### src/rtl/ipv4ck_pkg.sv
`default_nettype none

package ipv4ck_pkg;

   // IP protocol numbers handled by the offload
   localparam logic [7:0] PROTO_ICMP = 8'd1;
   localparam logic [7:0] PROTO_TCP  = 8'd6;
   localparam logic [7:0] PROTO_UDP  = 8'd17;

   // transport_kind codes
   localparam logic [1:0] KIND_NONE = 2'd0;
   localparam logic [1:0] KIND_TCP  = 2'd1;
   localparam logic [1:0] KIND_UDP  = 2'd2;
   localparam logic [1:0] KIND_ICMP = 2'd3;

   // status codes
   localparam logic STATUS_OK        = 1'b0;
   localparam logic STATUS_MALFORMED = 1'b1;

   // fixed header byte positions
   localparam logic [15:0] IDX_IHL      = 16'd0;
   localparam logic [15:0] IDX_TLEN_LO  = 16'd3;
   localparam logic [15:0] IDX_FRAG_LO  = 16'd7;
   localparam logic [15:0] IDX_PROTO    = 16'd9;
   localparam logic [15:0] IDX_HCK_HI   = 16'd10;
   localparam logic [15:0] IDX_HCK_LO   = 16'd11;
   localparam logic [15:0] PSEUDO_FIRST = 16'd12;
   localparam logic [15:0] PSEUDO_LAST  = 16'd19;
   localparam logic [15:0] INDEX_MAX    = 16'hFFFF;

   // offsets from the start of the transport header
   localparam logic [16:0] TCP_CK_OFS   = 17'd16;
   localparam logic [16:0] UDP_CK_OFS   = 17'd6;
   localparam logic [16:0] ICMP_CK_OFS  = 17'd2;
   localparam logic [16:0] UDP_LEN_OFS  = 17'd5;
   localparam logic [16:0] TCP_DOFF_OFS = 17'd12;
   localparam logic [16:0] UDP_HDR_OFS  = 17'd6;

   // length rules
   localparam logic [3:0]  MIN_IHL       = 4'd5;
   localparam logic [5:0]  MIN_HDR_BYTES = 6'd20;
   localparam logic [3:0]  MIN_TCP_DOFF  = 4'd5;
   localparam logic [15:0] MIN_TCP_LEN   = 16'd20;
   localparam logic [15:0] MIN_UDP_LEN   = 16'd8;
   localparam logic [15:0] MIN_ICMP_LEN  = 16'd4;

   localparam logic [15:0] ALL_ONES = 16'hFFFF;

   typedef struct packed {
      logic [7:0] data_byte;
      logic       last_byte;
   } req_word_type;

   typedef struct packed {
      logic [15:0] header_checksum;
      logic [15:0] transport_checksum;
      logic [1:0]  transport_kind;
      logic        status;
   } rsp_word_type;

   // header state captured on the last byte of a packet
   typedef struct packed {
      logic [3:0]  header_words;
      logic [15:0] total_length;
      logic [7:0]  protocol_number;
      logic        is_fragment;
      logic [16:0] header_sum;
      logic [16:0] transport_sum;
      logic [15:0] udp_length;
      logic [3:0]  tcp_offset_words;
      logic [16:0] recv_count;
   } snap_type;

   // one's complement add with a single end-around fold; s stays <= 0x10000
   function automatic logic [16:0] oc_add(input logic [16:0] s, input logic [15:0] w);
      logic [17:0] t;
      t = {1'b0, s} + {2'b00, w};
      return {1'b0, t[15:0]} + {15'd0, t[17:16]};
   endfunction

   // two folds, then invert
   function automatic logic [15:0] oc_final(input logic [17:0] s);
      logic [16:0] f1;
      logic [16:0] f2;
      f1 = {1'b0, s[15:0]} + {15'd0, s[17:16]};
      f2 = {1'b0, f1[15:0]} + {16'd0, f1[16]};
      return ~f2[15:0];
   endfunction

   function automatic logic [1:0] kind_of(input logic [7:0] proto);
      logic [1:0] k;
      case (proto)
         PROTO_TCP:  k = KIND_TCP;
         PROTO_UDP:  k = KIND_UDP;
         PROTO_ICMP: k = KIND_ICMP;
         default:    k = KIND_NONE;
      endcase
      return k;
   endfunction

endpackage

`default_nettype wire

### src/rtl/ipv4ck_req_if.sv
`default_nettype none

interface ipv4ck_req_if;
   logic                      valid;
   logic                      ready;
   ipv4ck_pkg::req_word_type  word;

   modport source (output valid, output word, input ready);
   modport sink   (input valid, input word, output ready);
endinterface

`default_nettype wire

### src/rtl/ipv4ck_rsp_if.sv
`default_nettype none

interface ipv4ck_rsp_if;
   logic                      valid;
   logic                      ready;
   ipv4ck_pkg::rsp_word_type  word;

   modport source (output valid, output word, input ready);
   modport sink   (input valid, input word, output ready);
endinterface

`default_nettype wire

### src/rtl/ipv4_full_checksum_recompute_core.sv
`default_nettype none

// Channel    Dir   Word fields                                            Handshake
// req_chan   in    data_byte[7:0], last_byte                              valid/ready
// rsp_chan   out   header_checksum[15:0], transport_checksum[15:0],       valid/ready
//                  transport_kind[1:0], status
//
// One byte is taken per cycle unless a last byte waits for the snapshot register; each byte
// pair needs one folded add into a running sum. Once the input register takes the last byte,
// the result passes the snapshot register, sum register and result register in that order.
// Synchronous active-high reset clears all valids and per-packet state.
// A stalled result holds the pipeline behind it; bytes of the next packet keep
// flowing until a second last byte needs the snapshot register.

module ipv4_full_checksum_recompute_core (
   input  logic          clock,
   input  logic          reset,
   ipv4ck_req_if.sink    req_chan,
   ipv4ck_rsp_if.source  rsp_chan
);

   ipv4ck_pkg::snap_type snap_word;
   logic                 snap_valid;
   logic                 snap_ready;

   ipv4ck_accum u_accum (
      .clock      (clock),
      .reset      (reset),
      .req_chan   (req_chan),
      .snap_word  (snap_word),
      .snap_valid (snap_valid),
      .snap_ready (snap_ready)
   );

   ipv4ck_final u_final (
      .clock      (clock),
      .reset      (reset),
      .snap_word  (snap_word),
      .snap_valid (snap_valid),
      .snap_ready (snap_ready),
      .rsp_chan   (rsp_chan)
   );

endmodule

`default_nettype wire

### src/rtl/ipv4ck_accum.sv
`default_nettype none

module ipv4ck_accum (
   input  logic                 clock,
   input  logic                 reset,
   ipv4ck_req_if.sink           req_chan,
   output ipv4ck_pkg::snap_type snap_word,
   output logic                 snap_valid,
   input  logic                 snap_ready
);

   // input register
   logic       s0_valid_ff;
   logic [7:0] s0_byte_ff;
   logic       s0_last_ff;
   logic       s0_take;

   // per-packet state
   logic [15:0] byte_index_ff,     byte_index_in;
   logic [3:0]  header_words_ff,   header_words_in;
   logic [15:0] total_length_ff,   total_length_in;
   logic [7:0]  protocol_ff,       protocol_in;
   logic        is_fragment_ff,    is_fragment_in;
   logic [16:0] header_sum_ff,     header_sum_in;
   logic [16:0] transport_sum_ff,  transport_sum_in;
   logic [15:0] udp_length_ff,     udp_length_in;
   logic [3:0]  tcp_offset_ff,     tcp_offset_in;
   logic [7:0]  high_hold_ff,      high_hold_in;

   logic                 snap_valid_ff;
   ipv4ck_pkg::snap_type snap_word_ff, snap_word_in;

   logic [5:0]  hlen;
   logic [16:0] hlen17;
   logic [16:0] idx17;
   logic        hdr_ok;
   logic        ck_en;
   logic [16:0] ck_pos;
   logic        zero_ck;
   logic [7:0]  eff;
   logic        in_tr;
   logic [16:0] udp_end;
   logic [16:0] tend;
   logic        counted;
   logic        pseudo_hit;
   logic [15:0] pair;

   assign s0_take = s0_valid_ff && (!s0_last_ff || !snap_valid_ff || snap_ready);
   assign req_chan.ready = !s0_valid_ff || s0_take;

   always_ff @(posedge clock) begin
      if (reset) begin
         s0_valid_ff <= 1'b0;
      end else if (req_chan.ready) begin
         s0_valid_ff <= req_chan.valid;
      end
      if (req_chan.ready && req_chan.valid) begin
         s0_byte_ff <= req_chan.word.data_byte;
         s0_last_ff <= req_chan.word.last_byte;
      end
   end

   always_comb begin
      header_words_in = (byte_index_ff == ipv4ck_pkg::IDX_IHL) ? s0_byte_ff[3:0]
                                                                : header_words_ff;
      total_length_in = (byte_index_ff == ipv4ck_pkg::IDX_TLEN_LO) ?
                        {high_hold_ff, s0_byte_ff} : total_length_ff;
      is_fragment_in  = (byte_index_ff == ipv4ck_pkg::IDX_FRAG_LO) ?
                        ({high_hold_ff[5:0], s0_byte_ff} != 14'd0) : is_fragment_ff;
      protocol_in     = (byte_index_ff == ipv4ck_pkg::IDX_PROTO) ? s0_byte_ff : protocol_ff;

      hlen   = {header_words_in, 2'b00};
      hlen17 = {11'd0, hlen};
      idx17  = {1'b0, byte_index_ff};
      hdr_ok = hlen >= ipv4ck_pkg::MIN_HDR_BYTES;

      ck_en  = 1'b1;
      case (protocol_in)
         ipv4ck_pkg::PROTO_TCP:  ck_pos = hlen17 + ipv4ck_pkg::TCP_CK_OFS;
         ipv4ck_pkg::PROTO_UDP:  ck_pos = hlen17 + ipv4ck_pkg::UDP_CK_OFS;
         ipv4ck_pkg::PROTO_ICMP: ck_pos = hlen17 + ipv4ck_pkg::ICMP_CK_OFS;
         default: begin
            ck_pos = '0;
            ck_en  = 1'b0;
         end
      endcase
      // old checksum fields read as zero
      zero_ck = ck_en && hdr_ok && (idx17 == ck_pos || idx17 == ck_pos + 17'd1);
      eff = (byte_index_ff == ipv4ck_pkg::IDX_HCK_HI || byte_index_ff == ipv4ck_pkg::IDX_HCK_LO
             || zero_ck) ? 8'd0 : s0_byte_ff;

      in_tr = hdr_ok && idx17 >= hlen17;
      udp_length_in = (in_tr && idx17 == hlen17 + ipv4ck_pkg::UDP_LEN_OFS) ?
                      {high_hold_ff, s0_byte_ff} : udp_length_ff;
      tcp_offset_in = (in_tr && idx17 == hlen17 + ipv4ck_pkg::TCP_DOFF_OFS) ?
                      s0_byte_ff[7:4] : tcp_offset_ff;

      // UDP sum stops at the UDP length once it is known
      udp_end = hlen17 + {1'b0, udp_length_in};
      tend    = {1'b0, total_length_in};
      if (in_tr && protocol_in == ipv4ck_pkg::PROTO_UDP
          && idx17 >= hlen17 + ipv4ck_pkg::UDP_HDR_OFS && udp_end < tend) begin
         tend = udp_end;
      end
      counted = in_tr && idx17 < tend;

      pseudo_hit = (byte_index_ff inside {[ipv4ck_pkg::PSEUDO_FIRST:ipv4ck_pkg::PSEUDO_LAST]})
                   && (protocol_in inside {ipv4ck_pkg::PROTO_TCP, ipv4ck_pkg::PROTO_UDP});
      pair = {high_hold_ff, eff};

      header_sum_in    = header_sum_ff;
      transport_sum_in = transport_sum_ff;
      high_hold_in     = high_hold_ff;
      if (byte_index_ff[0]) begin
         if (idx17 < hlen17) begin
            header_sum_in = ipv4ck_pkg::oc_add(header_sum_ff, pair);
         end
         if (pseudo_hit || counted) begin
            transport_sum_in = ipv4ck_pkg::oc_add(transport_sum_ff, pair);
         end
      end else begin
         high_hold_in = eff;
         // odd-length tail: pad with a zero low byte
         if (counted && idx17 + 17'd1 == tend) begin
            transport_sum_in = ipv4ck_pkg::oc_add(transport_sum_ff, {eff, 8'h00});
         end
      end

      byte_index_in = (byte_index_ff != ipv4ck_pkg::INDEX_MAX) ? byte_index_ff + 16'd1
                                                               : byte_index_ff;

      snap_word_in.header_words     = header_words_in;
      snap_word_in.total_length     = total_length_in;
      snap_word_in.protocol_number  = protocol_in;
      snap_word_in.is_fragment      = is_fragment_in;
      snap_word_in.header_sum       = header_sum_in;
      snap_word_in.transport_sum    = transport_sum_in;
      snap_word_in.udp_length       = udp_length_in;
      snap_word_in.tcp_offset_words = tcp_offset_in;
      snap_word_in.recv_count       = idx17 + 17'd1;
   end

   always_ff @(posedge clock) begin
      if (reset || (s0_take && s0_last_ff)) begin
         byte_index_ff    <= '0;
         header_words_ff  <= '0;
         total_length_ff  <= '0;
         protocol_ff      <= '0;
         is_fragment_ff   <= 1'b0;
         header_sum_ff    <= '0;
         transport_sum_ff <= '0;
         udp_length_ff    <= '0;
         tcp_offset_ff    <= '0;
         high_hold_ff     <= '0;
      end else if (s0_take) begin
         byte_index_ff    <= byte_index_in;
         header_words_ff  <= header_words_in;
         total_length_ff  <= total_length_in;
         protocol_ff      <= protocol_in;
         is_fragment_ff   <= is_fragment_in;
         header_sum_ff    <= header_sum_in;
         transport_sum_ff <= transport_sum_in;
         udp_length_ff    <= udp_length_in;
         tcp_offset_ff    <= tcp_offset_in;
         high_hold_ff     <= high_hold_in;
      end
   end

   always_ff @(posedge clock) begin
      if (reset) begin
         snap_valid_ff <= 1'b0;
      end else if (s0_take && s0_last_ff) begin
         snap_valid_ff <= 1'b1;
      end else if (snap_ready) begin
         snap_valid_ff <= 1'b0;
      end
      if (s0_take && s0_last_ff) begin
         snap_word_ff <= snap_word_in;
      end
   end

   assign snap_valid = snap_valid_ff;
   assign snap_word  = snap_word_ff;

   a_restart: assert property (@(posedge clock) disable iff (reset)
      s0_take && s0_last_ff |=> byte_index_ff == '0 && transport_sum_ff == '0)
      else $error("packet state not cleared after last byte");

   a_sum_bound: assert property (@(posedge clock) disable iff (reset)
      header_sum_ff <= 17'h10000 && transport_sum_ff <= 17'h10000)
      else $error("running sum exceeds folded range");

   a_snap_hold: assert property (@(posedge clock) disable iff (reset)
      snap_valid_ff && !snap_ready |=> snap_valid_ff && $stable(snap_word_ff))
      else $error("snapshot lost while stalled");

endmodule

`default_nettype wire

### src/rtl/ipv4ck_final.sv
`default_nettype none

module ipv4ck_final (
   input  logic                 clock,
   input  logic                 reset,
   input  ipv4ck_pkg::snap_type snap_word,
   input  logic                 snap_valid,
   output logic                 snap_ready,
   ipv4ck_rsp_if.source         rsp_chan
);

   typedef struct packed {
      logic [16:0] header_sum;
      logic [17:0] transport_raw;
      logic [15:0] tlen;
      logic        bad_base;
      logic        is_fragment;
      logic [1:0]  kind;
      logic [15:0] udp_length;
      logic [3:0]  tcp_offset_words;
   } prep_type;

   logic     prep_valid_ff;
   prep_type prep_ff, prep_in;

   logic                     out_valid_ff;
   ipv4ck_pkg::rsp_word_type out_word_ff, out_word_in;
   logic                     out_ready;

   logic [15:0] hlen16;
   logic [16:0] addend;
   logic        bad;
   logic [15:0] tsum;

   assign out_ready  = !out_valid_ff || rsp_chan.ready;
   assign snap_ready = !prep_valid_ff || out_ready;

   // first stage: length checks and pseudo-header tail into one raw sum
   always_comb begin
      hlen16 = {10'd0, snap_word.header_words, 2'b00};
      prep_in.header_sum       = snap_word.header_sum;
      prep_in.tlen             = snap_word.total_length - hlen16;
      prep_in.bad_base         = snap_word.header_words < ipv4ck_pkg::MIN_IHL
                                 || snap_word.total_length < hlen16
                                 || snap_word.recv_count < {1'b0, snap_word.total_length};
      prep_in.is_fragment      = snap_word.is_fragment;
      prep_in.kind             = ipv4ck_pkg::kind_of(snap_word.protocol_number);
      prep_in.udp_length       = snap_word.udp_length;
      prep_in.tcp_offset_words = snap_word.tcp_offset_words;
      case (prep_in.kind)
         ipv4ck_pkg::KIND_TCP: addend = {1'b0, prep_in.tlen} + 17'd6;
         ipv4ck_pkg::KIND_UDP: addend = {1'b0, snap_word.udp_length} + 17'd17;
         default:              addend = '0;
      endcase
      prep_in.transport_raw = {1'b0, snap_word.transport_sum} + {1'b0, addend};
   end

   always_ff @(posedge clock) begin
      if (reset) begin
         prep_valid_ff <= 1'b0;
      end else if (snap_ready) begin
         prep_valid_ff <= snap_valid;
      end
      if (snap_ready && snap_valid) begin
         prep_ff <= prep_in;
      end
   end

   // second stage: transport length rules, fold and invert
   always_comb begin
      bad = prep_ff.bad_base;
      if (!prep_ff.bad_base && !prep_ff.is_fragment) begin
         case (prep_ff.kind)
            ipv4ck_pkg::KIND_TCP:
               bad = prep_ff.tlen < ipv4ck_pkg::MIN_TCP_LEN
                     || prep_ff.tcp_offset_words < ipv4ck_pkg::MIN_TCP_DOFF
                     || {10'd0, prep_ff.tcp_offset_words, 2'b00} > prep_ff.tlen;
            ipv4ck_pkg::KIND_UDP:
               bad = prep_ff.tlen < ipv4ck_pkg::MIN_UDP_LEN
                     || prep_ff.udp_length < ipv4ck_pkg::MIN_UDP_LEN
                     || prep_ff.udp_length > prep_ff.tlen;
            ipv4ck_pkg::KIND_ICMP:
               bad = prep_ff.tlen < ipv4ck_pkg::MIN_ICMP_LEN;
            default:
               bad = 1'b0;
         endcase
      end

      tsum = ipv4ck_pkg::oc_final(prep_ff.transport_raw);
      // UDP sends a zero sum as all ones
      if (prep_ff.kind == ipv4ck_pkg::KIND_UDP && tsum == 16'd0) begin
         tsum = ipv4ck_pkg::ALL_ONES;
      end

      out_word_in.header_checksum    = '0;
      out_word_in.transport_checksum = '0;
      out_word_in.transport_kind     = ipv4ck_pkg::KIND_NONE;
      out_word_in.status             = ipv4ck_pkg::STATUS_MALFORMED;
      if (!bad) begin
         out_word_in.status          = ipv4ck_pkg::STATUS_OK;
         out_word_in.header_checksum = ipv4ck_pkg::oc_final({1'b0, prep_ff.header_sum});
         if (!prep_ff.is_fragment && prep_ff.kind != ipv4ck_pkg::KIND_NONE) begin
            out_word_in.transport_checksum = tsum;
            out_word_in.transport_kind     = prep_ff.kind;
         end
      end
   end

   always_ff @(posedge clock) begin
      if (reset) begin
         out_valid_ff <= 1'b0;
      end else if (out_ready) begin
         out_valid_ff <= prep_valid_ff;
      end
      if (out_ready && prep_valid_ff) begin
         out_word_ff <= out_word_in;
      end
   end

   assign rsp_chan.valid = out_valid_ff;
   assign rsp_chan.word  = out_word_ff;

   a_bad_clean: assert property (@(posedge clock) disable iff (reset)
      out_valid_ff && out_word_ff.status == ipv4ck_pkg::STATUS_MALFORMED |->
         out_word_ff.header_checksum == '0 && out_word_ff.transport_checksum == '0
         && out_word_ff.transport_kind == ipv4ck_pkg::KIND_NONE)
      else $error("malformed word carries checksums");

   a_udp_nonzero: assert property (@(posedge clock) disable iff (reset)
      out_valid_ff && out_word_ff.transport_kind == ipv4ck_pkg::KIND_UDP |->
         out_word_ff.transport_checksum != '0)
      else $error("UDP checksum sent as zero");

   a_prep_hold: assert property (@(posedge clock) disable iff (reset)
      prep_valid_ff && !out_ready |=> prep_valid_ff && $stable(prep_ff))
      else $error("prepared sum lost while stalled");

endmodule

`default_nettype wire
### src/flat_wrapper.sv
// flat-port wrapper written by rule: the top's interface ports become plain ports
module ipv4_full_checksum_recompute_core_flat 
  (clock, reset, req_chan_valid, req_chan_word, req_chan_ready, rsp_chan_valid, rsp_chan_word, rsp_chan_ready);
  ipv4ck_req_if req_chan_i ();
  ipv4ck_rsp_if rsp_chan_i ();
  input  logic clock;
  input  logic reset;
  input wire logic [$bits(req_chan_i.valid)-1:0] req_chan_valid;
  input wire logic [$bits(req_chan_i.word)-1:0] req_chan_word;
  output wire logic [$bits(req_chan_i.ready)-1:0] req_chan_ready;
  output wire logic [$bits(rsp_chan_i.valid)-1:0] rsp_chan_valid;
  output wire logic [$bits(rsp_chan_i.word)-1:0] rsp_chan_word;
  input wire logic [$bits(rsp_chan_i.ready)-1:0] rsp_chan_ready;
  assign req_chan_i.valid = req_chan_valid;
  assign req_chan_i.word = req_chan_word;
  assign req_chan_ready = req_chan_i.ready;
  assign rsp_chan_valid = rsp_chan_i.valid;
  assign rsp_chan_word = rsp_chan_i.word;
  assign rsp_chan_i.ready = rsp_chan_ready;
  ipv4_full_checksum_recompute_core u_core (.clock(clock), .reset(reset), .req_chan(req_chan_i), .rsp_chan(rsp_chan_i));
endmodule
### config.mk
export PLATFORM = sky130hd
export DESIGN_NAME = ipv4_full_checksum_recompute_core_flat
export DESIGN_NICKNAME = d
export VERILOG_FILES = /design/src/rtl/ipv4ck_pkg.sv /design/src/rtl/ipv4ck_req_if.sv /design/src/rtl/ipv4ck_rsp_if.sv /design/src/rtl/ipv4_full_checksum_recompute_core.sv /design/src/rtl/ipv4ck_accum.sv /design/src/rtl/ipv4ck_final.sv /design/src/flat_wrapper.sv
export SDC_FILE = /design/constraint.sdc
export NUM_CORES = 1
export LEC_CHECK = 0
export ABC_AREA = 1
export BUFFER_PORTS_ARGS = -buffer_cell sky130_fd_sc_hd__buf_2
export CAP_MARGIN = 20
export CORE_MARGIN = 10
export CORE_UTILIZATION = 48
export CTS_BUF_LIST = sky130_fd_sc_hd__clkbuf_16
export CTS_CLUSTER_DIAMETER = 60
export DETAILED_ROUTE_END_ITERATION = 10
export PLACE_DENSITY_LB_ADDON = 0.05
export SLEW_MARGIN = 10
export SYNTH_ARGS = -nofsm -noshare
export SYNTH_HDL_FRONTEND = slang
export SYNTH_SLANG_ARGS = --single-unit
### constraint.sdc
create_clock -name clock -period 15.4 [get_ports clock]
set_input_delay 2.31 -clock clock [delete_from_list [all_inputs] [get_ports clock]]
set_output_delay 2.31 -clock clock [all_outputs]
set_load 0.03 [all_outputs]
==> impl_metrics.ini, run 1 <==
[floorplanning]
core_mm2 = 0.0445
rows = 77
die_w_um = 233
die_h_um = 233
io_pins = 50
start_util = 0.489
die-area_mm2 = 0.0543

[setup_path]
r2r_cells = 54
crit_path_top_delay_cell = dfxtp_1
worstPathArrival_ps = 11360
cpMostUsedCell = nand2_1
critPathCaptureType = register
slowest_delay_ps = 750
critPathKind = register to register
critPathRequiredTime_ps = 15900
cp.depth = 54
critPathTopFamily = simple AND/OR/NAND/NOR gates
cp_max_fo = 29
cp-start-kind = register
worst-path-buf-inv = 9

[power_and_ir_drop]
power_frac_clock = 0.405
power_frac_seq = 0.437
intPower_mw = 1.62
power_leakage_nw = 11.1
irDropWorstVdd_mv = 0.0842
swShare = 0.297
p_per_area_mw_per_mm2 = 96.6
p_sw_mw = 0.686
pwr-share-comb = 0.158

[clocking]
clock_path_buffers = 3
cts.clk_slew.worst_paths_ps = 60
insertion_delay_ps = 580
postCtsSetupBuffers = 0
htreeDepth = 2
cts_resized = 0
cts_sinks = 330
clockRootBuffer = clkbuf_16
cts_tree = built
hold_buffers = 0
cts-buffers-inserted = 41

[finish]
diodes = 0
syn_to_final_growth_pct = 9.86
final_cell_mix = inv_1 (489), nand2_1 (445), nor2_1 (240), edfxtp_1 (219), a21oi_1 (205)
design_area_mm2 = 0.0239
utilization = 0.537
nNetsFinal = 2954
layout-drive-gt1-share = 0.0761
final_common_cell = inv_1

[detailed_routing]
ant_nets = 0
drtPass1Iterations = 5
wirelength_mm = 63.0
drc = 0
viasPerCell = 5.31
vias = 18003
dr.first_iter.drc_count = 1406
wl_per_cell_um = 18.6

[sta]
fin_setup_tns_ps = 0
fin_worst_skew_ps = 25.8
hold_violations = 0
tightest_slew_ps = 980
fin_crit_ps = 10860
fin_crit_sh = 0.705
setup_viol = 0
drv_slew = 0
whs_ps = 421
fmax_ghz = 0.0921
rsz0062_at_grt = no
slew_headroom = 0.346

[synth]
ys.flop_type = edfxtp_1
ys.warnings.count = 0
seq_area_frac_synth = 0.404
synth-async-reset-ratio = 0
avgSynthCellArea_um2 = 7.99
syn_inst = 2724
synth-edff-count = 219
synth_top_cell_area_share = 0.302
synth_area_mm2 = 0.0218
synth_area_leaders = edfxtp_1 (30%), dfxtp_1 (10%), ha_1 (9.4%)
synthesis.nets = 2911
synth_top_cell_by_area = edfxtp_1
synth.distinct_cells = 64
synth-seq-cells = 330

[placement]
portBuffers = 49
place_area_mm2 = 0.0226
dp_hpwl_mm = 48.9
routabilityCongestion = 0.931

[hold_path]
min_path_cells = 0
hold_path_class = register to register

[global_route]
grt_pass1_wl_mm = 97.4
gr-usage-all-layers = 0.231
antenna_found_initial = 4
grt_pass1_vias = 17079
grt_max_degree = 77
overflow = 0

[flow_run]
max_cap_viol_count = 0

[run_status]
status = finished, final reports clean
## power by group through the flow
stage,sequential (mW),combinational [mW],clock [mW]
after global routing,1.01,0.410,0.992
after floorplan,1.01,0.263,0
after CTS,1.01,0.362,0.960
after detailed placement,1.03,0.360,0
after global placement,1.03,0.355,0
final,1.01,0.366,0.936
## sequential cells by signal, indices dropped and copies added, names as in the netlist, 8 cells and up
name	flops
u_core.u_accum.high_hold_ff	8
u_core.u_accum.byte_index_ff	16
u_core.u_accum.total_length_ff	16
u_core.u_final.rsp_chan.word	35
u_core.u_accum.s0_byte_ff	8
u_core.u_accum.transport_sum_ff	17
u_core.u_accum.protocol_ff	8
u_core.u_accum.header_sum_ff	17
u_core.u_final.prep_ff	75
u_core.u_accum.udp_length_ff	16
u_core.u_accum.snap_word	100
## path summary, 6_finish.rpt
| kind | endpoint | slack, ps | from |
|---|---|---|---|
| max | u_core.u_accum.transport_sum_ff[16] | 4540 | u_core.u_accum.byte_index_ff[0] |
| min | u_core.u_final.prep_ff[63] | 420 | u_core.u_accum.snap_word[59] |
| max reg2reg | u_core.u_accum.transport_sum_ff[16] | 4540 | u_core.u_accum.byte_index_ff[0] |
| min reg2reg | u_core.u_final.prep_ff[63] | 420 | u_core.u_accum.snap_word[59] |
## per-layer routing
metal / global-route usage / wire length [µm] / vias to the layer above
met5: 0 / 0 / -
li1: - / - / 9122
met2: 0.362 / 27400 / 440
met3: 0.0303 / 3410 / 93
met4: 0.0615 / 1530 / 0
met1: 0.330 / 30600 / 8348
## layout make-up
class / instances / area, µm²
clock buffer: 41 / 1030
clock inverter: 35 / 290
multi-input combinational: 1830 / 10800
timing repair buffer: 67 / 393
fill: 4256 / 20600
inverter: 497 / 1870
sequential: 330 / 8800
tap: 592 / 741
## kinds of logic after synthesis
group / after synthesis / synth area share
buffers and inverters: 564 / 0.101
flip-flops: 330 / 0.404
adder cells (fa/ha/maj): 174 / 0.103
AO/OA/AOI/OAI: 493 / 0.126
XOR/XNOR: 124 / 0.0499
AND/OR/NAND/NOR: 1039 / 0.216
## through the flow
stage | cells | total power [mW] | setup slack (ps)
3_5_place_dp | 3314 | 1.39 | 4310
3_3_place_gp | 3311 | 1.38 | 4460
2_1_floorplan | 2724 | 1.28 | 6460
5_1_grt | 3392 | 2.41 | 3530
6_report | 3392 | 2.31 | 4540
4_1_cts | 3390 | 2.33 | 4240
## synth_stat cells, drive strengths merged, types with 2 or more instances
library cell	count
inv	494
nand2	471
nor2	253
edfxtp	219
a21oi	206
o21ai	194
nand3	171
ha	164
dfxtp	111
xor2	105
nand4	49
clkbuf	42
nor3	35
o211ai	35
buf	25
xnor2	19
nand3b	16
o21bai	16
nor4	14
or2	13
fa	10
and2	6
nor3b	6
o21a	5
a31oi	4
o221ai	4
o311ai	4
a211oi	3
a21o	3
clkinv	3
o22ai	3
o31ai	3
o41ai	3
a221oi	2
and3	2
No activity file was read; power rests on OpenSTA's default activity.
==> run 2, diff against run 1 <==
--- a/config.mk
+++ b/config.mk
@@ -5,7 +5,7 @@
 export SDC_FILE = /design/constraint.sdc
 export NUM_CORES = 1
 export LEC_CHECK = 0
-export ABC_AREA = 1
+export ABC_AREA = 0
 export BUFFER_PORTS_ARGS = -buffer_cell sky130_fd_sc_hd__buf_2
 export CAP_MARGIN = 20
 export CORE_MARGIN = 10
==> constraint.sdc (replaced) <==
create_clock -name clock -period 10 [get_ports clock]
set_input_delay 1.5 -clock clock [delete_from_list [all_inputs] [get_ports clock]]
set_output_delay 1.5 -clock clock [all_outputs]
set_load 0.03 [all_outputs]
==> run 2 against run 1 <==
  * Clock skew decreased by 7.4 ps
  * Register-to-register slack got worse by 4100 ps
  * Largest cell class unchanged
  * Non-clock buffer count increased by 88
  * Critical path type unchanged
==> impl_metrics.ini, run 2 <==
[run_status]
status = finished, final reports clean

[synth]
synth-async-reset-ratio = 0
ys.warnings.count = 0
synth-seq-cells = 330
synth_top_cell_by_area = edfxtp_1
avgSynthCellArea_um2 = 9.27
synth-edff-count = 219
syn_inst = 2406
yosys-top-cells-count = nand2_1 (249), edfxtp_1 (219), nor2_1 (211)
yosysMostFrequentCell = nand2_1
synth_area_leaders = edfxtp_1 (29%), dfxtp_1 (10%), ha_1 (9.2%)
seq_area_frac_synth = 0.394
ys.flop_type = edfxtp_1
synth.distinct_cells = 95
synthesis.nets = 2593
synth_area_mm2 = 0.0223
synth_top_cell_area_share = 0.295

[setup_path]
slowest_delay_ps = 640
timing.rr.start = u_core.u_accum.byte_index_ff[13]
critPathKind = register to register
r2r_cells = 42
worstSetupStartpoint = u_core.u_accum.byte_index_ff[13]
crit_path_top_delay_cell = or4_1
cp_max_fo = 11
critPathCaptureType = register
critPathRequiredTime_ps = 10300
worstPathArrival_ps = 9850
endpoint = u_core.u_accum.snap_word[46]
cp-start-kind = register
rrSetupSlack_ps = 450
r2r-end = u_core.u_accum.snap_word[46]

[sta]
tightest_slew_ps = 1150
drv_slew = 0
fin_setup_tns_ps = 0
fmax_ghz = 0.105
hold_violations = 0
setup_viol = 0
fin_crit_sh = 0.955
fin_crit_ps = 9550
whs_ps = 418
fin_worst_skew_ps = 18.4
slew_headroom = 0.230

[finish]
nNetsFinal = 2699
regArea_mm2 = 0.00880
largest_reg_flops = 100
diodes = 0
syn_to_final_growth_pct = 14.0
multi_input_area_mm2 = 0.0129
utilization = 0.557
layout-drive-gt1-share = 0.124
final_common_cell = nand2_1
finalNonFillerCells = 3146
fillers = 4114
final_cell_mix = nand2_1 (247), edfxtp_1 (219), nor2_1 (209), a21oi_1 (168), ha_1 (160)

[global_route]
overflow = 0
grt_pass1_vias = 17707
antenna_found_initial = 4
grt_pass1_wl_mm = 105
gr-usage-all-layers = 0.241
grt_max_degree = 78

[clocking]
cts_sinks = 330
cts.clk_slew.worst_paths_ps = 60
insertion_delay_ps = 580
clockRootBuffer = clkbuf_16
cts-buffers-inserted = 42
htreeDepth = 2
cts_tree = built
clock_path_buffers = 3

[power_and_ir_drop]
power_leakage_nw = 10.1
irDropWorstVdd_mv = 0.130
p_per_area_mw_per_mm2 = 143

[floorplanning]
rows = 78
io_pins = 50
die_w_um = 236
start_util = 0.488
die-area_mm2 = 0.0555
core_mm2 = 0.0457
die_h_um = 236

[placement]
place_inst = 3052
dp_hpwl_mm = 53.9
routabilityCongestion = 1.01
portBuffers = 49

[detailed_routing]
drtPass1Iterations = 6
dr.first_iter.drc_count = 1529
wirelength_mm = 69.9
ant_nets = 0
wl_per_cell_um = 22.2
drc = 0
vias = 18686
viasPerCell = 5.94

[hold_path]
hold_path_class = register to register
min_from = u_core.u_accum.snap_word[68]

[flow_run]
max_cap_viol_count = 0
## run 2: layout make-up
type | count | share of cell area
multi-input cells | 1847 | 0.506
flip-flops and latches | 330 | 0.346
clock buffers | 48 | 0.0472
repair buffers | 155 | 0.0412
well taps | 600 | 0.0295
inverters | 136 | 0.0201
clock inverters | 30 | 0.0103
## run 2: critical path: cells and delay by family, from the launching register on
family | cells | cell delay [ps]
simple gates | 18 | 4440
compound gates | 16 | 2480
buf+inv | 2 | 390
xor+xnor | 2 | 330
fa+ha+maj | 4 | 1220
flops | 1 | 380
## run 2: per-layer routing
| metal | up-vias | share of wire | global-route usage |
|---|---|---|---|
| met5 | - | 0 | 0 |
| met4 | 0 | 0.040 | 0.0972 |
| met3 | 146 | 0.061 | 0.0314 |
| met2 | 624 | 0.46 | 0.389 |
| met1 | 8925 | 0.44 | 0.320 |
| li1 | 8991 | - | - |
## run 2: through the flow
stage / setup slack, ps / power [mW] / cell area (µm²)
6_report: 450 / 3.63 / 25400
5_1_grt: -32.2 / 3.76 / 25400
3_5_place_dp: -85.9 / 2.06 / 23700
4_1_cts: 12.9 / 3.65 / 25200
3_3_place_gp: 103 / 2.06 / 23700
2_1_floorplan: 7.63 / 1.88 / 22400
## run 2: kinds of logic after synthesis
kind of cell             count (synthesis)  synth area share
buffers and inverters                  229            0.0396
AO/OA/AOI/OAI                          528             0.155
multiplexers                            70            0.0333
adder cells (fa/ha/maj)                174             0.101
AND/OR/NAND/NOR                        850             0.188
XOR/XNOR                               225            0.0890
flip-flops                             330             0.394
## run 2: how the worst min path moves through the flow
stage | depth (start not counted) | end | slack [ps]
after floorplan | 0 | u_core.u_final.prep_ff[0] | 400
after global placement | 0 | u_core.u_final.prep_ff[62] | 400
after detailed placement | 0 | u_core.u_final.prep_ff[61] | 400
after CTS | 0 | u_core.u_final.prep_ff[72] | 420
after global routing | 0 | u_core.u_final.prep_ff[72] | 430
final | 0 | u_core.u_final.prep_ff[72] | 420
## run 2: power breakdown
group	total, mW	internal, mW	switching, mW
combinational	0.529	0.187	0.341
clock	1.57	0.948	0.624
sequential	1.53	1.49	0.0342
total	3.63	2.63	0.999
## run 2: what timing repair did
item / in CTS / in global routing
endpoints found under the setup margin: 14 / 34
pin swaps: 0 / 11
gates cloned: 0 / 1
setup buffers: 2 / 13
hold buffers: 0 / 0
resized for setup: 3 / 32
